--- src/design/mvba_pkg.sv ---
// Shared types, constants and helpers for the vector bitmap allocator.
// No dependencies; used by mvba_bitmap_mem and msi_vector_bitmap_allocator.
package mvba_pkg;

  localparam int SPI_W     = 10;
  localparam int MAX_SLOTS = 1024;
  localparam int WORD_W    = 32;
  localparam int BIT_W     = $clog2(WORD_W);
  localparam int NUM_ROWS  = MAX_SLOTS / WORD_W;
  localparam int ROW_W     = $clog2(NUM_ROWS);

  localparam logic [SPI_W-1:0] MIN_SPI = SPI_W'(32);
  localparam logic [SPI_W:0]   MAX_SPI = (SPI_W + 1)'(1019);

  typedef logic [SPI_W-1:0]  spi_t;
  typedef logic [WORD_W-1:0] word_t;
  typedef logic [ROW_W-1:0]  row_t;
  typedef logic [BIT_W-1:0]  bit_idx_t;

  // Request kinds
  typedef enum logic {
    OP_ALLOC = 1'b0,
    OP_FREE  = 1'b1
  } op_t;

  // Result codes
  typedef enum logic [1:0] {
    ST_OK      = 2'd0,
    ST_FULL    = 2'd1,
    ST_OUTSIDE = 2'd2,
    ST_BADCFG  = 2'd3
  } status_t;

  // Register indexes on the configuration port
  typedef enum logic {
    REG_SPI_BASE  = 1'b0,
    REG_SPI_COUNT = 1'b1
  } reg_idx_t;

  // Bitmap memory access, one read and one write port
  typedef struct packed {
    logic  rd_en;
    row_t  rd_addr;
    logic  wr_en;
    row_t  wr_addr;
    word_t wr_data;
  } mem_req_t;

  typedef struct packed {
    logic     found;
    bit_idx_t idx;
  } zero_pos_t;

  // Lowest clear bit of a word
  function automatic zero_pos_t lowest_zero(input word_t w);
    zero_pos_t r;
    r.found = 1'b0;
    r.idx   = '0;
    for (int i = WORD_W - 1; i >= 0; i--) begin
      if (!w[i]) begin
        r.found = 1'b1;
        r.idx   = BIT_W'(i);
      end
    end
    return r;
  endfunction

endpackage

--- src/design/mvba_bitmap_mem.sv ---
// Used-slot bitmap: 32-bit rows in a synchronous memory with a registered read.
// Per-row valid flags make unwritten rows read as all free after reset. Uses mvba_pkg.
module mvba_bitmap_mem
  import mvba_pkg::*;
(
  input  logic     clk,
  input  logic     rst,
  input  mem_req_t req,
  output word_t    rd_data
);

  word_t                mem [NUM_ROWS];
  logic  [NUM_ROWS-1:0] row_valid;
  word_t                rd_word;
  logic                 rd_valid;

  // Memory array: write and registered read
  always_ff @(posedge clk) begin
    if (req.wr_en) begin
      mem[req.wr_addr] <= req.wr_data;
    end
    if (req.rd_en) begin
      rd_word <= mem[req.rd_addr];
    end
  end

  // Track which rows hold written data
  always_ff @(posedge clk) begin
    if (rst) begin
      row_valid <= '0;
      rd_valid  <= 1'b0;
    end else begin
      if (req.wr_en) begin
        row_valid[req.wr_addr] <= 1'b1;
      end
      if (req.rd_en) begin
        rd_valid <= row_valid[req.rd_addr];
      end
    end
  end

  // Rows never written read as all free
  assign rd_data = rd_valid ? rd_word : '0;

endmodule

--- src/design/msi_vector_bitmap_allocator.sv ---
// Top level of the vector bitmap allocator: request sequencer, row summary
// and output register. Uses mvba_pkg and mvba_bitmap_mem.
//
// A request that is refused up front (bad window, free outside the window, or
// every row already full) goes from accept straight to the output register;
// one that touches the bitmap passes through accept, memory read,
// read-modify-write with priority encode, then load into the output register.
// The bitmap read-modify-write is serial; one request is in flight at a time.
// A register of row-full flags picks the row to read on allocate, so the
// search costs one memory read. The bitmap needs no clearing pass after reset.
module msi_vector_bitmap_allocator
  import mvba_pkg::*;
(
  input  logic       clk,
  input  logic       rst,
  input  logic       cfg_we,
  input  logic       cfg_index,
  input  logic [9:0] cfg_data,
  input  logic       in_valid,
  output logic       in_ready,
  input  logic       op,
  input  logic [9:0] spi,
  output logic       out_valid,
  input  logic       out_ready,
  output logic [1:0] status,
  output logic [9:0] granted_spi,
  output logic [9:0] parent_index
);

  typedef enum logic [1:0] {
    S_IDLE,
    S_READ,
    S_MODIFY,
    S_RESULT
  } state_t;

  state_t               state;
  spi_t                 spi_base;
  spi_t                 spi_count;
  logic [NUM_ROWS-1:0]  row_full;
  op_t                  cur_op;
  row_t                 cur_row;
  bit_idx_t             cur_bit;
  status_t              res_status;
  spi_t                 res_granted;
  mem_req_t             mem_req;
  word_t                rd_data;

  logic                 in_fire;
  logic                 out_free;
  logic                 cfg_ok;
  spi_t                 free_off;
  logic                 free_outside;
  zero_pos_t            row_pick;
  zero_pos_t            bit_pick;
  spi_t                 alloc_slot;
  logic                 alloc_ok;
  word_t                bit_mask;
  word_t                new_word;
  spi_t                 alloc_spi;

  mvba_bitmap_mem u_bitmap (
    .clk     (clk),
    .rst     (rst),
    .req     (mem_req),
    .rd_data (rd_data)
  );

  // Window rules and request checks
  assign cfg_ok = (spi_base >= MIN_SPI) && (spi_count != '0) &&
                  (({1'b0, spi_base} + {1'b0, spi_count}) <= MAX_SPI);
  assign free_off     = spi - spi_base;
  assign free_outside = (spi < spi_base) || (free_off >= spi_count);
  assign row_pick     = lowest_zero(word_t'(row_full));

  // Slot search inside the row that was read
  assign bit_pick   = lowest_zero(rd_data);
  assign alloc_slot = {cur_row, bit_pick.idx};
  assign alloc_ok   = bit_pick.found && (alloc_slot < spi_count);
  assign bit_mask   = word_t'(1) << cur_bit;
  assign alloc_spi  = spi_base + alloc_slot;
  assign new_word   = (cur_op == OP_ALLOC) ? (rd_data | (word_t'(1) << bit_pick.idx))
                                           : (rd_data & ~bit_mask);

  assign in_ready = (state == S_IDLE);
  assign in_fire  = in_valid && in_ready;
  assign out_free = !out_valid || out_ready;

  // Memory requests
  always_comb begin
    mem_req         = '0;
    mem_req.rd_en   = (state == S_READ);
    mem_req.rd_addr = cur_row;
    mem_req.wr_addr = cur_row;
    mem_req.wr_data = new_word;
    mem_req.wr_en   = (state == S_MODIFY) && ((cur_op == OP_FREE) || alloc_ok);
  end

  // Configuration registers
  always_ff @(posedge clk) begin
    if (rst) begin
      spi_base  <= SPI_W'(32);
      spi_count <= '0;
    end else if (cfg_we) begin
      case (reg_idx_t'(cfg_index))
        REG_SPI_BASE:  spi_base  <= cfg_data;
        REG_SPI_COUNT: spi_count <= cfg_data;
        default: ;
      endcase
    end
  end

  // Sequencer, row summary and output register
  always_ff @(posedge clk) begin
    if (rst) begin
      state     <= S_IDLE;
      row_full  <= '0;
      out_valid <= 1'b0;
    end else begin
      // Drop the taken result unless a new one loads in this cycle
      if (out_valid && out_ready && (state != S_RESULT)) begin
        out_valid <= 1'b0;
      end
      case (state)
        S_IDLE: begin
          if (in_fire) begin
            cur_op      <= op_t'(op);
            res_granted <= '0;
            if (!cfg_ok) begin
              res_status <= ST_BADCFG;
              state      <= S_RESULT;
            end else if (op_t'(op) == OP_ALLOC) begin
              cur_row <= row_pick.idx;
              if (!row_pick.found) begin
                res_status <= ST_FULL;
                state      <= S_RESULT;
              end else begin
                state <= S_READ;
              end
            end else begin
              cur_row <= free_off[SPI_W-1:BIT_W];
              cur_bit <= free_off[BIT_W-1:0];
              if (free_outside) begin
                res_status <= ST_OUTSIDE;
                state      <= S_RESULT;
              end else begin
                state <= S_READ;
              end
            end
          end
        end
        S_READ: begin
          state <= S_MODIFY;
        end
        S_MODIFY: begin
          if (mem_req.wr_en) begin
            row_full[cur_row] <= &new_word;
          end
          if (cur_op == OP_FREE) begin
            res_status <= ST_OK;
          end else if (alloc_ok) begin
            res_status  <= ST_OK;
            res_granted <= alloc_spi;
          end else begin
            res_status <= ST_FULL;
          end
          state <= S_RESULT;
        end
        S_RESULT: begin
          if (out_free) begin
            out_valid    <= 1'b1;
            status       <= res_status;
            granted_spi  <= res_granted;
            parent_index <= (res_granted != '0) ? (res_granted - MIN_SPI) : '0;
            state        <= S_IDLE;
          end
        end
        default: state <= S_IDLE;
      endcase
    end
  end

  // A taken transaction closes the input until its result is loaded
  a_one_in_flight: assert property (@(posedge clk) disable iff (rst)
    in_fire |=> !in_ready)
    else $error("input accepted while a transaction is in flight");

  // Bitmap writes come only from the modify step
  a_write_in_modify: assert property (@(posedge clk) disable iff (rst)
    mem_req.wr_en |-> (state == S_MODIFY))
    else $error("bitmap written outside the modify step");

  // A grant always carries its parent index
  a_parent_index: assert property (@(posedge clk) disable iff (rst)
    (out_valid && granted_spi != '0) |->
      (parent_index == granted_spi - MIN_SPI) && (status == ST_OK))
    else $error("parent index does not match granted number");

  // Failed results carry no number
  a_no_grant_on_fail: assert property (@(posedge clk) disable iff (rst)
    (out_valid && status != ST_OK) |-> (granted_spi == '0) && (parent_index == '0))
    else $error("number reported on a failed transaction");

endmodule
--- config.mk ---
export PLATFORM = sky130hd
export DESIGN_NAME = msi_vector_bitmap_allocator
export DESIGN_NICKNAME = d
export VERILOG_FILES = /design/src/design/mvba_pkg.sv /design/src/design/mvba_bitmap_mem.sv /design/src/design/msi_vector_bitmap_allocator.sv
export SDC_FILE = /design/constraint.sdc
export NUM_CORES = 1
export LEC_CHECK = 0
export ABC_AREA = 1
export BUFFER_PORTS_ARGS = -buffer_cell sky130_fd_sc_hd__buf_2
export CAP_MARGIN = 20
export CORE_MARGIN = 3
export CORE_UTILIZATION = 35
export CTS_BUF_LIST = sky130_fd_sc_hd__clkbuf_8
export DETAILED_ROUTE_END_ITERATION = 6
export GPL_ROUTABILITY_DRIVEN = 0
export PLACE_DENSITY_LB_ADDON = 0.12
export SLEW_MARGIN = 0
export SYNTH_ARGS = -nofsm -noshare
export SYNTH_HDL_FRONTEND = slang
export SYNTH_HIERARCHICAL = 1
export SYNTH_SLANG_ARGS = --single-unit
--- constraint.sdc ---
create_clock -name clk -period 6.4 [get_ports clk]
set_input_delay 0.96 -clock clk [delete_from_list [all_inputs] [get_ports clk]]
set_output_delay 0.96 -clock clk [all_outputs]
set_load 0.05 [all_outputs]
; Yosys cells after proc, flatten, opt, wreduce, memory -nomap -nowiden
; Memories as Yosys holds them, arrays and structs flattened. A register that Yosys moved wholly into a read port is not among the register bits.
; Index checks and enable logic that the tools add are counted.
; Widths: inputs -> output; s select.
[totals]
regBits = 133
memories = 1
mem_bits_rw = 1024
elab_cells = 168
[classes]
muxes = 96
n_eq_ne = 10
bitwise_logic = 6
shifts = 2
n_addsub = 4
n_lt_le_gt_ge = 7
n_reduce_logical = 27
[memory_table]
columns = name, depth, word_bits, rd, rd_ports_with_merged_regs, wr, line_no
row1 = u_bitmap.mem, 32, 32, 1, 1, 1, mvba_bitmap_mem.sv:12  ; word_t mem [NUM_ROWS];
[op_table]
columns = op, n
row1 = $mux 6, 64
row2 = $mux 32, 2
row3 = $or 32x32->32, 2
row4 = $shl 1x5->32 const A, 2
row5 = $and 32x32->32, 1
row6 = $bwmux 32, 1
row7 = $not 32->32, 1
row8 = $reduce_and 32->1, 1
row9 = $mux 10, 3
row10 = $mux 2, 11
row11 = $lt 10x10->1, 2
row12 = $pmux 10 s2, 1
row13 = $reduce_bool 10->1, 2
row14 = $reduce_and 5->1, 3
row15 = $add 10x10->11, 1
row16 = $le 11x10->1 const B, 1
row17 = $add 10x10->10, 1
row18 = $ge 10x10->1, 1
row19 = $ge 10x6->1 const B, 1
row20 = $sub 10x10->10, 1
row21 = $sub 10x6->10 const B, 1
row22 = $mux 1, 9
row23 = $logic_and 1x1->1, 8
row24 = $ne 2x2->1 const B, 4
row25 = 20 further kinds, 28

; Longest topological paths before layout
[logic_depth]
word_depth = 39
mapped_depth = 54

; Cells and area by module
; The synthesis kept the hierarchy.
[by_module_without_submodules]
columns = module, area_per_inst_um2, n_inst, cells_each
row1 = mvba_bitmap_mem, 43839.5, 1, 3602
row2 = msi_vector_bitmap_allocator, 7439.6, 1, 1072

; Least setup slack after synthesis
; OpenSTA, ideal clock, no wires.
[synth_timing]
path_type = reg-to-reg
startpoint = reg u_bitmap.rd_valid
endpoint = mem u_bitmap/mem[31][0] (netlist bit), enable pin
setup_time_ns = 0.422
n_path_buf = 4
path_stages_with_launch = 28
slack_ns = 0.915
t_arrival_ns = 5.062
path_cell_list = dfxtp_1 -> clkbuf_1 -> clkbuf_1 -> nand2_1 -> inv_1 -> inv_1 -> nor4_1 -> inv_1 -> nor2_1 -> inv_1 -> nand2_1 -> a21oi_1 -> buf_2 -> ha_1 -> a21oi_1 -> o21ai_0 -> a21oi_1 -> nor2_1 -> a2111oi_0 -> nand2_1 -> nand2_1 -> buf_4 -> nand2_1 -> inv_1 -> inv_1 -> nor3_1 -> inv_1 -> nor2_1
[synth_lines]
columns = item, line_no
row1 = from (decl), mvba_bitmap_mem.sv:15  ; logic rd_valid;
row2 = from (signal assigned), mvba_bitmap_mem.sv:37  ; rd_valid <= row_valid[req.rd_addr];
row3 = to (decl), mvba_bitmap_mem.sv:12

==> flow_metrics.tcl <==
set metrics [dict create \
    status "complete, no violations" \
    endpoint_kind "flop" \
    ys_warn_count 6 \
    timing.fmax_mhz 187.7 \
    worstSetupStartpoint "u_bitmap/rd_valid$_SDFFE_PP0P_" \
    r2r_slack_ns 1.07 \
    synth_top_area_frac 0.6447 \
    syn_area_per_cell_sq_um 10.97 \
    io_pins 51 \
    grt_pass1_wl_um 228900 \
    hold_buffers 0 \
    multi_input_area_sq_um 14320 \
    crit_path_max_incr_delay_ns 0.66 \
    overflow 0 \
    syn2layout_area_growth_pct 12.26 \
    worstSetupPathType "reg -> reg" \
    ant_nets 0 \
    drive_gt1_frac 0.1117 \
    async_flop_share 0 \
    synth_nets 4757 \
    drc 0 \
    grt.total_usage 0.2033 \
    cap_violations 0 \
    grt_max_degree 141 \
    root_buffer "clkbuf_8" \
    antenna_found_initial 6 \
    p_leak_nw 21.31 \
    ys_seq_area_frac 0.6791 \
    finalHoldViolCount 0 \
    post_cts_resized 0 \
    via_per_inst 5.120 \
    r2r_end "u_bitmap/mem[21][16]$_DFFE_PP_" \
    setup_viol 0 \
    cts_sinks 1189 \
    finalCriticalPeriod_ns 5.329 \
    fin_crit_sh 0.8326 \
    synth-edff-count 1101 \
    required_ns 6.99 \
    cts_setup_buffers 0 \
    finalSetupTns_ns 0 \
    worst-r2r-cell-count 46 \
    p_per_area_nw_per_um2 323.1 \
    synth_seq_cells 1189 \
    drtIter0Drc 3017 \
    yosys-top-cells-count "nand2_1 (1121), edfxtp_1 (1101), nor2_1 (559), nand3_1 (315), o21ai_0 (268)" \
    grt_setup_unrepaired "no" \
    synth_largest_area_cell "edfxtp_1" \
    rows 139 \
    fin_nets 4855 \
    max-slew-margin-rel 0.2682 \
    max-vdd-ir-drop_mv 0.2091 \
    netlist_area_sq_um 51280 \
    report.final.slew_viol_count 0 \
    slowest_stage "nor2_4" \
    cts_buffer_depth 3 \
    fp.dieW_um 388.8 \
    core_sq_um 144500 \
    total_power_mw 18.60 \
    cts_tree "built" \
    fin_worst_skew_ns 0.03780 \
    synth_cell_types 48 \
    cp_common_cell "nand2_1" \
    fp.dieH_um 388.8 \
    cts_buffers 204 \
    regArea_sq_um 34820 \
    post_drt_wl_per_cell_um 22.74 \
    vias 35010 \
    port_buffers 50 \
    cp_data_arrival_time_ns 5.92 \
    initial_core_util 0.3548 \
    htreeDepth 4 \
    die_area_sq_um 151100 \
    insertion_delay_ns 0.93 \
    synthMostInstantiatedCell "nand2_1" \
    routed_wl_um 155500 \
    dp.final_hpwl_um 92050 \
    hp-class "in -> reg" \
    synth_cells 4674 \
    r2r_start "u_bitmap/rd_valid$_SDFFE_PP0P_" \
    clk_pin_slew_worst_paths_ns 0.07 \
    first_pass_iters 5 \
    crit_path_max_fanout 17 \
    fill_cells 14090 \
    timing.critical_path.to "u_bitmap/mem[21][16]$_DFFE_PP_" \
    tightestPinTransition_ns 1.094 \
    finish.utilization 0.3983 \
    startpoint_type "flop" \
    synth_area_leaders "edfxtp_1 (64%), nand2_1 (8.2%), nor2_1 (4.1%)" \
    synthFlopType "edfxtp_1" \
    grt_pass1_vias 34190 \
]
worst min-delay path by stage:
| stage | startpoint | endpoint | depth (start not counted) |
|---|---|---|---|
| after floorplan | res_status[0]$_DFFE_PP_ | status[0]$_DFFE_PP_ | 0 |
| after global placement | res_status[0]$_DFFE_PP_ | status[0]$_DFFE_PP_ | 0 |
| after detailed placement | res_status[1]$_SDFFCE_PP0P_ | status[1]$_DFFE_PP_ | 0 |
| after CTS | cfg_data[5] | spi_base[5]$_SDFFE_PP1P_ | 3 |
| after global routing | cfg_data[5] | spi_base[5]$_SDFFE_PP1P_ | 3 |
| final | cfg_data[5] | spi_base[5]$_SDFFE_PP1P_ | 3 |
through the flow:
stage	hold WS (ns)	std cells	setup slack, ns	instance area, sq um
3_3_place_gp	0.4189	6469	0.9981	53800
6_report	0.2666	6838	1.071	57570
3_5_place_dp	0.4151	6469	1.103	53800
5_1_grt	0.2159	6836	0.5087	57560
2_1_floorplan	0.4003	4674	0.9153	51280
4_1_cts	0.1594	6834	1.068	57560
critical path, delay by kind of cell, from the launching register on:
kind            cells  cell delay (ns)
simple gates       37             2.90
buf+inv             7             1.49
flops               1             0.32
compound gates      2             0.25
routing by layer:
| metal | vias to the layer above | routed length (um) | GRT usage |
|---|---|---|---|
| met5 | - | 0 | 0 |
| met4 | 0 | 4174 | 0.06503 |
| met3 | 220 | 8918 | 0.03898 |
| met2 | 987 | 71150 | 0.3161 |
| met1 | 17320 | 71230 | 0.2871 |
| li1 | 16480 | - | - |
final cells by class:
| cell class | count | area share |
|---|---|---|
| inverters | 246 | 0.01658 |
| diodes | 4 | 0.0001739 |
| well taps | 1903 | 0.04136 |
| repair buffers | 156 | 0.02295 |
| multi-input cells | 2975 | 0.2487 |
| clock inverters | 147 | 0.01319 |
| clock buffers | 218 | 0.05212 |
| flip-flops and latches | 1189 | 0.6049 |
registers in the layout, indices dropped and copies added, names as in the netlist:
register,count
spi_count,10
u_bitmap/rd_word,32
res_granted,10
u_bitmap/mem,1024
u_bitmap/row_valid,32
cur_op,1
granted_spi,10
row_full,32
u_bitmap/rd_valid,1
out_valid,1
cur_row,5
status,2
spi_base,10
res_status,2
state,2
cur_bit,5
parent_index,10
cell families after synthesis:
logic type / after synthesis / synth area share
buf+inv: 510 / 0.04741
xor+xnor: 11 / 0.001879
fa+ha+maj: 56 / 0.01410
compound gates: 801 / 0.09038
simple gates: 2107 / 0.1671
flops: 1189 / 0.6791
report_power, final:
part | switching [mW] | internal, mW
logic | 2.35 | 0.619
clock network | 3.17 | 3.26
registers | 0.0840 | 9.12
placed cells by master (no fill, tap or decap), types with 47 or more instances in the layout:
cell / count
buf_2: 50
nor2_1: 527
o211ai_1: 68
nand3_1: 315
ha_1: 52
nor2_2: 47
clkbuf_8: 218
dfxtp_1: 88
o21ai_0: 266
edfxtp_1: 1101
inv_1: 314
o31ai_1: 99
nand2_1: 1121
buf_4: 84
a21oi_1: 258
(Power assumes the default switching activity.)
